## config.mk

```make
export PLATFORM = sky130hd
export DESIGN_NAME = disk_image_track_record_parser
export DESIGN_NICKNAME = d
export VERILOG_FILES = /design/src/sv/dtrp_pkg.sv /design/src/sv/disk_image_track_record_parser.sv /design/src/sv/dtrp_front.sv /design/src/sv/dtrp_queue.sv /design/src/sv/dtrp_back.sv
export SDC_FILE = /design/constraint.sdc
export NUM_CORES = 1
export LEC_CHECK = 0
export BUFFER_PORTS_ARGS = -buffer_cell sky130_fd_sc_hd__buf_2
export CAP_MARGIN = 30
export CELL_PAD_IN_SITES_DETAIL_PLACEMENT = 1
export CELL_PAD_IN_SITES_GLOBAL_PLACEMENT = 2
export CORE_MARGIN = 2
export CORE_UTILIZATION = 42
export CTS_CLUSTER_DIAMETER = 120
export DETAILED_ROUTE_END_ITERATION = 10
export GPL_ROUTABILITY_DRIVEN = 0
export GPL_TIMING_DRIVEN = 0
export PLACE_DENSITY_LB_ADDON = 0.3
export SYNTH_ARGS = -nofsm -noshare
export SYNTH_HDL_FRONTEND = slang
export SYNTH_SLANG_ARGS = --single-unit
export TNS_END_PERCENT = 50
```

## constraint.sdc

```tcl
create_clock -name clk -period 5.25 [get_ports clk]
set_input_delay 0.7875 -clock clk [delete_from_list [all_inputs] [get_ports clk]]
set_output_delay 0.7875 -clock clk [all_outputs]
set_load 0.005 [all_outputs]
```

## src/sv/dtrp_pkg.sv

```systemverilog
// shared types, event codes and helpers for the disk image track record parser
// no dependencies

package dtrp_pkg;

    localparam int MAX_SIZE_CODE = 6;
    localparam int QUEUE_DEPTH = 4;
    localparam int QUEUE_AW = $clog2(QUEUE_DEPTH);

    localparam logic [7:0] END_OF_COMMENT = 8'h1a;
    localparam logic [7:0] TYPE_ABSENT = 8'h00;
    localparam logic [7:0] TYPE_FILL = 8'h02;

    localparam logic [3:0] EV_HEADER = 4'd0;
    localparam logic [3:0] EV_SECMAP = 4'd1;
    localparam logic [3:0] EV_CYLMAP = 4'd2;
    localparam logic [3:0] EV_HEADMAP = 4'd3;
    localparam logic [3:0] EV_DATA = 4'd4;
    localparam logic [3:0] EV_FILL = 4'd5;
    localparam logic [3:0] EV_ABSENT = 4'd6;
    localparam logic [3:0] EV_END = 4'd7;
    localparam logic [3:0] EV_ERROR = 4'd8;

    typedef struct packed {
        logic [7:0] byte_in;
        logic       is_end;
    } dtrp_item_t;

    typedef struct packed {
        logic [3:0]  event_kind;
        logic [7:0]  track_cylinder;
        logic [5:0]  track_head;
        logic [7:0]  track_mode;
        logic [7:0]  sector_count;
        logic [13:0] sector_bytes;
        logic [7:0]  sector_index;
        logic [12:0] byte_offset;
        logic [7:0]  value;
        logic        last_in_sector;
        logic        last_of_track;
    } dtrp_result_t;

    // compact event record passed from the parser to the output stage
    typedef struct packed {
        logic [3:0]  kind;
        logic [7:0]  cylinder;
        logic [5:0]  head;
        logic [7:0]  mode;
        logic [7:0]  count;
        logic [2:0]  size_code;
        logic [7:0]  index;
        logic [12:0] offset;
        logic [7:0]  value;
        logic        last_in_sector;
        logic        last_of_track;
    } dtrp_rec_t;

    function automatic logic [13:0] sector_size(input logic [2:0] code);
        logic [13:0] base;
        base = 14'h0080;
        return base << code;
    endfunction

endpackage

```

## src/sv/disk_image_track_record_parser.sv

```systemverilog
// top level of the disk image track record parser
// depends on dtrp_pkg, dtrp_front, dtrp_queue, dtrp_back

// Takes one image byte per beat and produces at most one tagged result per byte. Bytes are
// accepted every cycle as long as the four-entry record queue between the parser and the
// output register has room, so the sustained rate is one byte per cycle, with each result
// going through the queue and then the output register; a stalled result side fills the
// queue and then holds off input. Comment bytes, header bytes before the size code and
// sector type bytes other than absent give no result. After a clean end or an error the
// parser swallows every further byte without a result until reset.

module disk_image_track_record_parser
    import dtrp_pkg::*;
(
    input  logic         clk,
    input  logic         rst_n,
    input  logic         item_valid,
    output logic         item_ready,
    input  dtrp_item_t   item,
    output logic         result_valid,
    input  logic         result_ready,
    output dtrp_result_t result
);

    logic      push;
    dtrp_rec_t push_rec;
    logic      not_full;
    logic      pop;
    logic      not_empty;
    dtrp_rec_t head_rec;

    assign item_ready = not_full;

    dtrp_front u_front
    (
        .clk    (clk),
        .rst_n  (rst_n),
        .accept (item_valid && not_full),
        .item   (item),
        .push   (push),
        .rec    (push_rec)
    );

    dtrp_queue u_queue
    (
        .clk       (clk),
        .rst_n     (rst_n),
        .push      (push),
        .push_rec  (push_rec),
        .not_full  (not_full),
        .pop       (pop),
        .not_empty (not_empty),
        .head_rec  (head_rec)
    );

    dtrp_back u_back
    (
        .clk          (clk),
        .rst_n        (rst_n),
        .rec_valid    (not_empty),
        .rec          (head_rec),
        .pop          (pop),
        .result_valid (result_valid),
        .result_ready (result_ready),
        .result       (result)
    );

endmodule

```

## src/sv/dtrp_front.sv

```systemverilog
// parser front end: accepts image bytes, tracks phase and counters, emits event records
// depends on dtrp_pkg

module dtrp_front
    import dtrp_pkg::*;
(
    input  logic       clk,
    input  logic       rst_n,
    input  logic       accept,
    input  dtrp_item_t item,
    output logic       push,
    output dtrp_rec_t  rec
);

    localparam logic [2:0] PH_COMMENT = 3'd0;
    localparam logic [2:0] PH_HEADER = 3'd1;
    localparam logic [2:0] PH_SECMAP = 3'd2;
    localparam logic [2:0] PH_CYLMAP = 3'd3;
    localparam logic [2:0] PH_HEADMAP = 3'd4;
    localparam logic [2:0] PH_TYPE = 3'd5;
    localparam logic [2:0] PH_FILL = 3'd6;
    localparam logic [2:0] PH_DATA = 3'd7;

    logic [2:0]  phase_reg, phase_next;
    logic [7:0]  mode_reg, mode_next;
    logic [7:0]  cyl_reg, cyl_next;
    logic [7:0]  flags_reg, flags_next;
    logic [7:0]  count_reg, count_next;
    logic [2:0]  size_reg, size_next;
    logic [7:0]  entry_reg, entry_next;
    logic [12:0] bcount_reg, bcount_next;
    logic        halted_reg, halted_next;

    logic        emit;
    logic [3:0]  kind;
    logic [7:0]  idx;
    logic [12:0] off;
    logic [7:0]  val;
    logic        lis;
    logic        lot;
    logic        entry_last;
    logic        data_last;
    logic [7:0]  b;

    assign b = item.byte_in;
    assign entry_last = ({1'b0, entry_reg} + 9'd1) >= {1'b0, count_reg};
    assign data_last = ({1'b0, bcount_reg} + 14'd1) >= sector_size(size_reg);

    always_comb
    begin
        phase_next = phase_reg;
        mode_next = mode_reg;
        cyl_next = cyl_reg;
        flags_next = flags_reg;
        count_next = count_reg;
        size_next = size_reg;
        entry_next = entry_reg;
        bcount_next = bcount_reg;
        halted_next = halted_reg;
        emit = 1'b0;
        kind = EV_HEADER;
        idx = 8'd0;
        off = 13'd0;
        val = 8'd0;
        lis = 1'b0;
        lot = 1'b0;

        if (accept && !halted_reg)
        begin
            if (item.is_end)
            begin
                halted_next = 1'b1;
                emit = 1'b1;
                kind = (phase_reg == PH_HEADER && entry_reg == 8'd0) ? EV_END : EV_ERROR;
            end
            else
            begin
                unique case (phase_reg)
                    PH_COMMENT:
                    begin
                        if (b == END_OF_COMMENT)
                        begin
                            phase_next = PH_HEADER;
                            entry_next = 8'd0;
                        end
                    end
                    PH_HEADER:
                    begin
                        unique case (entry_reg)
                            8'd0: mode_next = b;
                            8'd1: cyl_next = b;
                            8'd2: flags_next = b;
                            8'd3: count_next = b;
                            default: ;
                        endcase
                        if (entry_reg < 8'd4)
                            entry_next = entry_reg + 8'd1;
                        else if (b > 8'(MAX_SIZE_CODE))
                        begin
                            halted_next = 1'b1;
                            emit = 1'b1;
                            kind = EV_ERROR;
                        end
                        else
                        begin
                            size_next = b[2:0];
                            entry_next = 8'd0;
                            emit = 1'b1;
                            kind = EV_HEADER;
                            if (count_reg == 8'd0)
                                lot = 1'b1;
                            else
                                phase_next = PH_SECMAP;
                        end
                    end
                    PH_SECMAP, PH_CYLMAP, PH_HEADMAP:
                    begin
                        emit = 1'b1;
                        kind = 4'(phase_reg - 3'd1);
                        idx = entry_reg;
                        val = b;
                        if (entry_last)
                        begin
                            entry_next = 8'd0;
                            priority if (phase_reg == PH_SECMAP && flags_reg[7])
                                phase_next = PH_CYLMAP;
                            else if (phase_reg != PH_HEADMAP && flags_reg[6])
                                phase_next = PH_HEADMAP;
                            else
                                phase_next = PH_TYPE;
                        end
                        else
                            entry_next = entry_reg + 8'd1;
                    end
                    PH_TYPE:
                    begin
                        if (b == TYPE_ABSENT)
                        begin
                            emit = 1'b1;
                            kind = EV_ABSENT;
                            idx = entry_reg;
                            lis = 1'b1;
                        end
                        else if (b == TYPE_FILL)
                            phase_next = PH_FILL;
                        else
                        begin
                            phase_next = PH_DATA;
                            bcount_next = 13'd0;
                        end
                    end
                    PH_FILL:
                    begin
                        emit = 1'b1;
                        kind = EV_FILL;
                        idx = entry_reg;
                        val = b;
                        lis = 1'b1;
                    end
                    PH_DATA:
                    begin
                        emit = 1'b1;
                        kind = EV_DATA;
                        idx = entry_reg;
                        off = bcount_reg;
                        val = b;
                        if (data_last)
                        begin
                            bcount_next = 13'd0;
                            lis = 1'b1;
                        end
                        else
                            bcount_next = bcount_reg + 13'd1;
                    end
                    default: ;
                endcase

                // end of a sector record: advance to next sector or next header
                if (lis)
                begin
                    if (entry_last)
                    begin
                        phase_next = PH_HEADER;
                        entry_next = 8'd0;
                        lot = 1'b1;
                    end
                    else
                    begin
                        phase_next = PH_TYPE;
                        entry_next = entry_reg + 8'd1;
                    end
                end
            end
        end
    end

    assign push = emit;

    always_comb
    begin
        rec.kind = kind;
        rec.cylinder = cyl_next;
        rec.head = flags_next[5:0];
        rec.mode = mode_next;
        rec.count = count_next;
        rec.size_code = size_next;
        rec.index = idx;
        rec.offset = off;
        rec.value = val;
        rec.last_in_sector = lis;
        rec.last_of_track = lot;
    end

    always_ff @(posedge clk or negedge rst_n)
    begin
        if (!rst_n)
        begin
            phase_reg <= PH_COMMENT;
            mode_reg <= 8'd0;
            cyl_reg <= 8'd0;
            flags_reg <= 8'd0;
            count_reg <= 8'd0;
            size_reg <= 3'd0;
            entry_reg <= 8'd0;
            bcount_reg <= 13'd0;
            halted_reg <= 1'b0;
        end
        else
        begin
            phase_reg <= phase_next;
            mode_reg <= mode_next;
            cyl_reg <= cyl_next;
            flags_reg <= flags_next;
            count_reg <= count_next;
            size_reg <= size_next;
            entry_reg <= entry_next;
            bcount_reg <= bcount_next;
            halted_reg <= halted_next;
        end
    end

endmodule

```

## src/sv/dtrp_queue.sv

```systemverilog
// short event record queue between parser and output stage
// depends on dtrp_pkg

module dtrp_queue
    import dtrp_pkg::*;
(
    input  logic      clk,
    input  logic      rst_n,
    input  logic      push,
    input  dtrp_rec_t push_rec,
    output logic      not_full,
    input  logic      pop,
    output logic      not_empty,
    output dtrp_rec_t head_rec
);

    dtrp_rec_t            slot_reg [QUEUE_DEPTH];
    logic [QUEUE_AW-1:0]  wr_ptr_reg, wr_ptr_next;
    logic [QUEUE_AW-1:0]  rd_ptr_reg, rd_ptr_next;
    logic [QUEUE_AW:0]    fill_reg, fill_next;

    assign not_full = fill_reg != (QUEUE_AW+1)'(QUEUE_DEPTH);
    assign not_empty = fill_reg != '0;
    assign head_rec = slot_reg[rd_ptr_reg];

    always_comb
    begin
        wr_ptr_next = push ? wr_ptr_reg + 1'b1 : wr_ptr_reg;
        rd_ptr_next = pop ? rd_ptr_reg + 1'b1 : rd_ptr_reg;
        fill_next = fill_reg + (QUEUE_AW+1)'(push) - (QUEUE_AW+1)'(pop);
    end

    always_ff @(posedge clk)
    begin
        if (push)
            slot_reg[wr_ptr_reg] <= push_rec;
    end

    always_ff @(posedge clk or negedge rst_n)
    begin
        if (!rst_n)
        begin
            wr_ptr_reg <= '0;
            rd_ptr_reg <= '0;
            fill_reg <= '0;
        end
        else
        begin
            wr_ptr_reg <= wr_ptr_next;
            rd_ptr_reg <= rd_ptr_next;
            fill_reg <= fill_next;
        end
    end

endmodule

```

## src/sv/dtrp_back.sv

```systemverilog
// output stage: expands queued event records into result beats and holds them
// depends on dtrp_pkg

module dtrp_back
    import dtrp_pkg::*;
(
    input  logic         clk,
    input  logic         rst_n,
    input  logic         rec_valid,
    input  dtrp_rec_t    rec,
    output logic         pop,
    output logic         result_valid,
    input  logic         result_ready,
    output dtrp_result_t result
);

    logic         valid_reg, valid_next;
    dtrp_result_t result_reg, result_next;

    assign pop = rec_valid && (!valid_reg || result_ready);

    always_comb
    begin
        result_next.event_kind = rec.kind;
        result_next.track_cylinder = rec.cylinder;
        result_next.track_head = rec.head;
        result_next.track_mode = rec.mode;
        result_next.sector_count = rec.count;
        result_next.sector_bytes = sector_size(rec.size_code);
        result_next.sector_index = rec.index;
        result_next.byte_offset = rec.offset;
        result_next.value = rec.value;
        result_next.last_in_sector = rec.last_in_sector;
        result_next.last_of_track = rec.last_of_track;
        valid_next = pop || (valid_reg && !result_ready);
    end

    always_ff @(posedge clk)
    begin
        if (pop)
            result_reg <= result_next;
    end

    always_ff @(posedge clk or negedge rst_n)
    begin
        if (!rst_n)
            valid_reg <= 1'b0;
        else
            valid_reg <= valid_next;
    end

    assign result_valid = valid_reg;
    assign result = result_reg;

endmodule

```

==> flow_metrics.tcl <==
set metrics [dict create \
    outcome "completed" \
    path_clk_slew_ns 0.06 \
    viasPerCell 5.218 \
    numCtsBuffers 42 \
    layout_setup_ws_ns 1.308 \
    dp.final_hpwl_um 22530 \
    post_cts_buffers 0 \
    clockBufferDepth 3 \
    fmax_ghz 0.2537 \
    ctsResizeCount 0 \
    start_util_pct 42.53 \
    post_drt_wl_per_cell_um 21.86 \
    total_power_mw 8.935 \
    synth.cell_area_um2 16400 \
    seq_area_frac_synth_pct 73.38 \
    die_w_um 201.6 \
    syn_inst 910 \
    final_cell_count_no_fill 1608 \
    std_cell_rows 72 \
    die_y_um 201.6 \
    yosysWarningCount 0 \
    holdCritPathClass "input pin to asynchronous set/reset pin" \
    io_buffers 86 \
    grt_first_pass_wirelength_um 55070 \
    ys.flop_type "edfxtp_1" \
    place_inst 1529 \
    synth.distinct_cells 67 \
    grt_pass1_vias 9174 \
    area_growth_pct 17.05 \
    ir_drop_mv 0.2304 \
    ioPinCount 94 \
    synth-edff-count 344 \
    grt_setup_unrepaired "false" \
    tightest_slew_ns 0.7946 \
    drv_cap 0 \
    num_vias 8391 \
    async_reset_ff_share_pct 16.50 \
    finClkSkew_ns 0.02563 \
    fin_util_pct 49.78 \
    die-area_um2 40640 \
    clk_latency_ns 0.56 \
    leakage_nw 6.940 \
    layout-drive-gt1-share_pct 27.34 \
    cts_max_level 2 \
    grtUsageTotal_pct 17.86 \
    diodes 0 \
    largest_register_ffs 272 \
    yosys_register_bits 412 \
    drt_iter0_drc 483 \
    core_um2 38560 \
    finalCritPeriodShare_pct 75.09 \
    setup_viol 0 \
    cts_tree "built" \
    clock_sinks 412 \
    dpl_worst_slack_ns 1.283 \
    drt_wl_total_um 35160 \
    required_ns 5.67 \
    arrival_ns 4.36 \
    hold_viol_final 0 \
    finalMaxSlewViolations 0 \
    worstSetupEndpointType "register" \
    drc 0 \
    p_per_area_nw_per_um2 465.6 \
    path_max_fanout 6 \
    slew_headroom_pct 47.03 \
    overflow 0 \
    ant_nets 0 \
    r2r_slack_ns 1.31 \
    detailedRoute.firstPassIterationCount 4 \
    antenna_found_initial 0 \
    cp-start-kind "register" \
    cts_root_buf "clkbuf_16" \
    grt_max_degree 52 \
    period_minus_slack_ns 3.942 \
    synth.avg_cell_area_um2 18.02 \
    nets 1104 \
    holdBufCountCts 0 \
    critPathKind "register to register" \
]
-- cells in the mapped netlist, types with 2 or more instances --
| cell | instances | area share, % |
|---|---|---|
| edfxtp_1 | 344 | 63 |
| dfrtp_1 | 68 | 10 |
| mux4_2 | 68 | 9.3 |
| nand2_1 | 44 | 1.0 |
| nor2_1 | 38 | 0.87 |
| mux2_2 | 36 | 2.5 |
| ha_1 | 33 | 2.5 |
| inv_1 | 30 | 0.69 |
| and2_1 | 29 | 1.1 |
| o21ai_0 | 29 | 0.89 |
| clkbuf_1 | 19 | 0.43 |
| a21oi_1 | 14 | 0.43 |
| nand3_1 | 14 | 0.43 |
| nor3_1 | 14 | 0.43 |
| and3_1 | 13 | 0.50 |
| xnor2_1 | 10 | 0.53 |
| buf_4 | 7 | 0.32 |
| nand2b_1 | 7 | 0.27 |
| o31ai_1 | 7 | 0.32 |
| o21ai_1 | 6 | 0.18 |
| xor2_1 | 6 | 0.32 |
| buf_1 | 5 | 0.11 |
| buf_2 | 5 | 0.15 |
| nor2b_1 | 5 | 0.19 |
| or2_2 | 4 | 0.15 |
| nand3b_1 | 3 | 0.14 |
| nor4_1 | 3 | 0.11 |
| o21bai_1 | 3 | 0.14 |
| or3_1 | 3 | 0.11 |
| a211oi_1 | 2 | 0.092 |
| a41oi_2 | 2 | 0.20 |
| nand4_1 | 2 | 0.076 |
| nor2_2 | 2 | 0.076 |
| o211ai_1 | 2 | 0.092 |
-- power breakdown --
| group | internal (mW) | total, mW | switching (mW) |
|---|---|---|---|
| logic | 0.821 | 1.77 | 0.953 |
| registers | 3.95 | 4.07 | 0.111 |
| clock network | 1.88 | 3.10 | 1.22 |
| total | 6.65 | 8.94 | 2.28 |
-- layer usage --
metal | track usage (%) | up-vias | routed length (µm)
li1 | - | 3808 | -
met1 | 24.42 | 4386 | 15600
met2 | 29.99 | 149 | 17420
met3 | 2.996 | 48 | 1489
met4 | 4.464 | 0 | 648
met5 | 0 | - | 0
-- cell type report --
cell class                 count  area, µm²
clock buffer                  57       1137
sequential                   412      12030
tap                          518      648.1
buffer                        36      167.7
timing repair buffer          97      664.4
fill                        3681      19360
clock inverter                20      301.5
multi-input combinational    437       4125
inverter                      31      116.4
-- final timing paths --
kind	start	endpoint	depth (start not counted)
max reg2reg	u_front.bcount_reg[1]	u_front.phase_reg[1]	13
min in group clk	result_ready	u_back.result_valid	2
min	rst_n	u_front.cyl_reg[1]	1
min reg2reg	u_queue.fill_reg[2]	u_queue.fill_reg[2]	1
max	u_front.bcount_reg[1]	u_front.phase_reg[1]	13
max in group asynchronous	rst_n	u_front.entry_reg[3]	2
-- logic make-up (layout without fill, tap and decap cells) --
kind of cell             count (synthesis)  count (layout)  share of synthesized area, %
AND/OR/NAND/NOR                        193             193                         6.227
buffers and inverters                   67             241                         1.732
other                                    1               7                       0.02287
XOR/XNOR                                16              16                        0.8546
multiplexers                           106             106                         11.94
AO/OA/AOI/OAI                           81              81                         3.205
adder cells (fa/ha/maj)                 34              34                         2.640
flip-flops                             412             412                         73.38
-- stage by stage --
| stage | hold WS (ns) | area, µm² | TNS (ns) |
|---|---|---|---|
| finish | 0.2187 | 19190 | 0 |
| global route | 0.2303 | 19190 | 0 |
| CTS | 0.2128 | 19170 | 0 |
| detailed placement | 0.4913 | 17730 | 0 |
| global placement | 0.4805 | 17500 | -222.47 |
| floorplan | 0.4599 | 16420 | 0 |
-- worst max-delay path, stage by stage, from the launching register on --
cell and delay (ns):
dfrtp_1 0.45, ha_1 0.24, nand3_1 0.13, nor2_1 0.36, and4_1 0.27, xor2_1 0.20
ha_1 0.27, o21ai_0 0.16, nor2_1 0.07, nor3_1 0.52, o21ai_1 0.22, or3_1 0.38
nand3_1 0.21, mux2_1 0.35
-- cells in the final DEF (no fill, tap or decap), types with 25 or more instances in the layout --
cell type | netlist | final
mux4_2 | 68 | 68
nand2_1 | 44 | 44
mux2_2 | 36 | 36
clkbuf_1 | 19 | 31
and2_1 | 29 | 25
clkbuf_16 | 0 | 42
o21ai_0 | 29 | 29
nor2_1 | 38 | 38
edfxtp_1 | 344 | 344
dfrtp_1 | 68 | 68
ha_1 | 33 | 33
inv_1 | 30 | 30
buf_2 | 5 | 90
No activity file was read; power rests on OpenSTA's default activity.
